<file path="config.mk">
export PLATFORM = sky130hd
export DESIGN_NAME = ppst_front
export DESIGN_NICKNAME = d
export VERILOG_FILES = /design/src/hw/rtl/ppst_pkg.sv /design/src/hw/rtl/ppst_front.sv
export SDC_FILE = /design/constraint.sdc
export NUM_CORES = 1
export LEC_CHECK = 0
export BUFFER_PORTS_ARGS = -buffer_cell sky130_fd_sc_hd__clkbuf_2
export CAP_MARGIN = 40
export CORE_MARGIN = 4
export CORE_UTILIZATION = 25
export DETAILED_ROUTE_END_ITERATION = 16
export PLACE_DENSITY_LB_ADDON = 0.2
export SETUP_SLACK_MARGIN = 0.1
export SLEW_MARGIN = 20
export SYNTH_ARGS = -nofsm -noshare
export SYNTH_HDL_FRONTEND = slang
export SYNTH_SLANG_ARGS = --single-unit
</file>
<file path="constraint.sdc">
create_clock -name clk -period 4.9 [get_ports clk]
set_input_delay 0.98 -clock clk [delete_from_list [all_inputs] [get_ports clk]]
set_output_delay 0.98 -clock clk [all_outputs]
set_load 0.03 [all_outputs]
</file>
<file path="src/hw/rtl/ppst_pkg.sv">
// ----------------------------------------------------------------------------
// ppst_pkg
// Shared types, constants and the arctangent table of the steering core.
// ----------------------------------------------------------------------------
package ppst_pkg;

	localparam int PATH_DEPTH = 1024;
	localparam int ADDR_W     = $clog2(PATH_DEPTH);
	localparam int CNT_W      = ADDR_W + 1;

	localparam int IDX_W      = 10;
	localparam int COORD_W    = 32;
	localparam int ANGLE_W    = 19;
	localparam int PLEN_W     = 11;
	localparam int LOOK_W     = 31;
	localparam int CFG_IDX_W  = 2;

	localparam int CORDIC_STEPS   = 28;
	localparam int CORDIC_W       = 34;
	localparam int TRIG_W         = 18;
	localparam int CORDIC_GAIN    = 652032874;
	localparam int PI_Q16         = 205887;
	localparam int HALF_PI_Q16    = 102944;

	localparam int LD2_W  = 2 * LOOK_W;
	localparam int LY_W   = 52;
	localparam int UY_W   = 51;
	localparam int FRAC_W = 17;
	localparam int NUM_W  = UY_W + FRAC_W;

	localparam logic [CFG_IDX_W-1:0] REG_PATH_LENGTH = 2'd0;
	localparam logic [CFG_IDX_W-1:0] REG_LOOKAHEAD   = 2'd1;
	localparam logic [CFG_IDX_W-1:0] REG_SPEED       = 2'd2;

	typedef enum logic {
		KIND_LOAD = 1'b0,
		KIND_POSE = 1'b1
	} item_kind_t;

	typedef struct packed {
		item_kind_t                 kind;
		logic [IDX_W-1:0]           idx;
		logic signed [COORD_W-1:0]  x;
		logic signed [COORD_W-1:0]  y;
		logic signed [ANGLE_W-1:0]  hdg;
	} item_t;

	typedef struct packed {
		logic signed [ANGLE_W-1:0] turn_rate;
		logic signed [COORD_W-1:0] curvature;
		logic [IDX_W-1:0]          target;
		logic                      eop;
	} result_t;

	typedef struct packed {
		logic [PLEN_W-1:0]         path_length;
		logic [LOOK_W-1:0]         lookahead;
		logic signed [COORD_W-1:0] speed;
	} cfg_t;

	typedef enum logic [3:0] {
		BK_IDLE,
		BK_LD2,
		BK_SCAN1,
		BK_SCAN2,
		BK_TRIG,
		BK_MULC,
		BK_MULS,
		BK_DIVGO,
		BK_DIV,
		BK_CURV,
		BK_YAW,
		BK_OUT
	} back_state_t;

	function automatic logic signed [31:0] cordic_atan(input logic [4:0] i);
		logic signed [31:0] v;
		case (i)
			5'd0: v = 32'sd210828715;
			5'd1: v = 32'sd124459457;
			5'd2: v = 32'sd65760959;
			5'd3: v = 32'sd33381290;
			5'd4: v = 32'sd16755422;
			5'd5: v = 32'sd8385879;
			5'd6: v = 32'sd4193963;
			5'd7: v = 32'sd2097109;
			5'd8: v = 32'sd1048571;
			5'd9: v = 32'sd524287;
			default: v = 32'sd1 <<< (5'd28 - i);
		endcase
		return v;
	endfunction

endpackage

</file>
<file path="src/hw/rtl/ppst_front.sv">
// ----------------------------------------------------------------------------
// ppst_front
// Take requests, tag them as load or pose, and hold them in a two-entry queue.
// ----------------------------------------------------------------------------
module ppst_front import ppst_pkg::*; (
	input  logic                      clk,
	input  logic                      arst_n,
	input  logic                      start,
	input  logic                      cmd,
	input  logic [IDX_W-1:0]          waypoint_index,
	input  logic signed [COORD_W-1:0] pos_x,
	input  logic signed [COORD_W-1:0] pos_y,
	input  logic signed [ANGLE_W-1:0] heading,
	output logic                      busy,
	output logic                      head_valid,
	output item_t                     head,
	input  logic                      pop
);

	item_t      slot_q [2];
	logic       wr_q;
	logic       rd_q;
	logic [1:0] count_q;
	logic       push;
	item_t      item;

	assign busy       = (count_q == 2'd2);
	assign push       = start && !busy;
	assign head_valid = (count_q != 2'd0);
	assign head       = slot_q[rd_q];

	always_comb begin
		item.kind = cmd ? KIND_POSE : KIND_LOAD;
		item.idx  = waypoint_index;
		item.x    = pos_x;
		item.y    = pos_y;
		item.hdg  = heading;
	end

	always_ff @(posedge clk) begin
		if (push) begin
			slot_q[wr_q] <= item;
		end
	end

	always_ff @(posedge clk or negedge arst_n) begin
		if (!arst_n) begin
			wr_q    <= 1'b0;
			rd_q    <= 1'b0;
			count_q <= 2'd0;
		end else begin
			if (push) begin
				wr_q <= !wr_q;
			end
			if (pop) begin
				rd_q <= !rd_q;
			end
			count_q <= count_q + {1'b0, push} - {1'b0, pop};
		end
	end

endmodule

</file>
### Word-level counts from Yosys, hierarchy flattened

Memory sizes are Yosys's and may differ from the RTL's.
Cells that the tools add are included.

* register bits after elaboration: 4
* bits in writable memories: 188
* input bits: 98
* memories kept: 1

* add/sub/neg operators: 2
* equality and inequality tests: 1
* mux-type cells: 3
* reduce and logical (&&, ||, !) cells: 5

Memory list
* slot_q: words 2, width 94, rd ports 1, clocked after Yosys merged registers in 0, wr ports 1, RTL line ppst_front.sv:20 `item_t slot_q [2];`

Operator list (number)
* $logic_not A1 Y1: 3
* $mux W1: 3
* $add A2 B1 Y2: 1
* $eq A2 B2 Y1 const B: 1
* $reduce_bool A2 Y1: 1
* $sub A2 B1 Y2: 1
* $logic_and A1 B1 Y1: 1

### Logic depth before layout (Yosys ltp)

* depth after elaboration: 5
* depth in mapped cells: 7
* depth with buffers taken out: 7

### Least setup slack after synthesis

No wires, ideal clock.

* path type: in2reg
* start: in start
* end: mem slot_q[0][0] (netlist bit) (enable)
* setup time: 547 ps
* arrival: 4988 ps
* setup slack: -635 ps
* stages: 2
* buffers on the path: 0
* cells stage by stage: nand2_1 -> nor2_1

* cells in the longest elaborated chain, start to end: 3

RTL lines
* start: declaration: RTL line ppst_front.sv:8 `input logic start,`
* $logic_and A1 B1 Y1: RTL line ppst_front.sv:28 `assign push = start && !busy;`
* $mux W1: RTL line ppst_front.sv:41 `if (push) begin`
* $mux W1 (implied by the code): RTL line ppst_front.sv:42 `slot_q[wr_q] <= item;`
* end: declaration: RTL line ppst_front.sv:20

Every way passes these cells.

==> impl_metrics.json <==
{
  "status": "complete, no violations",
  "start_kind": "register",
  "fin_worst_skew_ps": 11.3,
  "worstPathRequired_ps": 3920,
  "drt_iter0_markers": 165,
  "multi_input_area_sq_um": 1350,
  "hold_viol": 0,
  "cp.arrival_ps": 2020,
  "cts_hold_buffers": 0,
  "fin_crit_ps": 3000,
  "path_buf_inv": 2,
  "grt_max_degree": 96,
  "syn-instance-count": 310,
  "synth_area_sq_um": 7190,
  "finalSetupViolations": 0,
  "p_leak_uw": 0.00352,
  "areaGrowthSynthToFinish_pct": 27.3,
  "crit_fanout": 95,
  "dr_total_vias": 3513,
  "grt.overflow.total": 0,
  "final_nets": 616,
  "use_met1_pct": 10.3,
  "synth-seq-cells": 192,
  "die_h_um": 178,
  "cts_root_buf": "clkbuf_16",
  "path_class": "reg2out",
  "drc": 0,
  "grtUsageTotal_pct": 8.88,
  "insertion_delay_ps": 420,
  "gp_congestion": 0.665,
  "cts_resized": 0,
  "grt_pass1_wl_mm": 21.4,
  "num-fill-cells": 2772,
  "core_area_sq_um": 28100,
  "drive_gt1_share_pct": 61.1,
  "drt_pass1_iterations": 5,
  "crit_slowest_cell": "buf_12",
  "busiest_layer": "met2",
  "diodes": 0,
  "clkTransAtPathRegs_ps": 70,
  "routed_wl_mm": 14.0,
  "gr-usage-met2_pct": 14.9,
  "cts_tree": "yes",
  "p_total_uw": 5850,
  "dieArea_sq_um": 31500,
  "seq_area_frac_synth_pct": 79.9,
  "p_per_area_nw_per_um2": 639,
  "io_buffers": 193,
  "ir_drop_mv": 0.354,
  "syn_nets": 410,
  "maxCapViolCount": 0,
  "postSynthAreaPerCell_sq_um": 23.2,
  "cts_buffers": 17,
  "critPathTopFamily": "buffers and inverters",
  "fin_crit_sh_pct": 61.3,
  "start_util_pct": 25.6,
  "rsz0062_at_grt": "no",
  "crit_path_cell_trace": "buf_12, mux2_2, clkbuf_2",
  "antenna_found_initial": 1,
  "yosysWarnings": 0,
  "seq_area_sq_um": 5750,
  "clockBufferDepth": 2,
  "tns_ps": 0,
  "gr-usage-met3_pct": 3.75,
  "dpl.hpwl_mm": 9.33,
  "pin_count": 194,
  "synth_cell_types": 16,
  "die_w_um": 178,
  "vias_per_cell": 3.87,
  "critPathMaxStageDelay_ps": 490,
  "num_rows": 61,
  "mostFrequentLayoutCell": "clkbuf_2",
  "layout_common_cells": "clkbuf_2 (193), edfxtp_1 (188), mux2_4 (50), mux2_2 (44), clkbuf_16 (17)",
  "worst_pin_slew_ps": 686,
  "hold_path.class": "in2async",
  "cts_setup_buffers": 0,
  "avgRoutedWirePerCell_um": 15.4,
  "slew_viol_final": 0,
  "relSlewSlack_pct": 54.3,
  "detail-route-antenna-nets": 0,
  "end_kind": "primary output",
  "fmax_ghz": 0.333,
  "ctsHtreeMaxLevel": 4,
  "grt_pass1_vias": 3963,
  "clkSinkCount": 192
}
## kinds of logic (layout without fill, tap and decap cells)
group,Yosys count,after routing,share of synthesized area [%]
xor+xnor,4,4,0.487
buf+inv,13,232,1.53
flops,192,192,79.9
mux,94,94,17.3
fa+ha+maj,2,2,0.348
simple gates,5,5,0.366
## power by group
part / switching, uW / internal, uW
logic: 1430 / 806
clock network: 619 / 662
registers: 83.1 / 2240
## registers in the layout (all words and copies together), names as in the netlist
name     cells
slot_q     188
count_q      2
rd_q         1
wr_q         1
## Yosys cell counts
library cell / instances / area (sq um)
and3_1: 1 / 6.26
buf_2: 4 / 20.0
buf_6: 6 / 67.6
buf_8: 1 / 15.0
dfrtp_1: 4 / 100
edfxtp_1: 188 / 5650
ha_1: 2 / 25.0
inv_1: 2 / 7.51
mux2_2: 44 / 495
mux2_4: 50 / 751
nand2_1: 1 / 3.75
nand2b_1: 1 / 6.26
nor2_1: 1 / 3.75
or2_2: 1 / 6.26
xnor2_1: 3 / 26.3
xor2_1: 1 / 8.76
## cell type report
cell class / instances / share of cell area (%)
timing repair buffer: 198 / 11.3
clock inverter: 13 / 1.18
tap: 378 / 5.17
sequential: 192 / 62.8
multi-input combinational: 105 / 14.7
clock buffer: 19 / 4.73
inverter: 2 / 0.0820
## stage by stage
step / hold WS (ps) / cells / instance area (sq um) / setup slack, ps / utilization [%]
after floorplan: 478 / 310 / 7190 / 946 / -
after detailed placement: 516 / 875 / 8610 / 2230 / 30.7
after global placement: 496 / 874 / 8580 / 2050 / 30.6
after global routing: 331 / 907 / 9150 / 1800 / 32.6
after CTS: 332 / 907 / 9150 / 1840 / 32.6
final: 358 / 907 / 9150 / 1900 / 32.6
## worst paths after layout
check	slack, ps	start	to	cells after the start
worst max-delay path	1900	rd_q	head[3]	3
worst min-delay path	360	arst_n	count_q[0]	1
worst max register to register	2840	count_q[1]	slot_q[1][44]	4
worst min register to register	530	count_q[0]	count_q[0]	1
max in group asynchronous	4400	arst_n	rd_q	1
min in group clk	530	count_q[0]	count_q[0]	1
## metal layers
metal | share of wire (%) | wire [um]
met1 | 40 | 5600
met2 | 51 | 7120
met3 | 7.8 | 1090
met4 | 1.0 | 144
met5 | 0.086 | 12
Power figures use the tool's default switching activity.
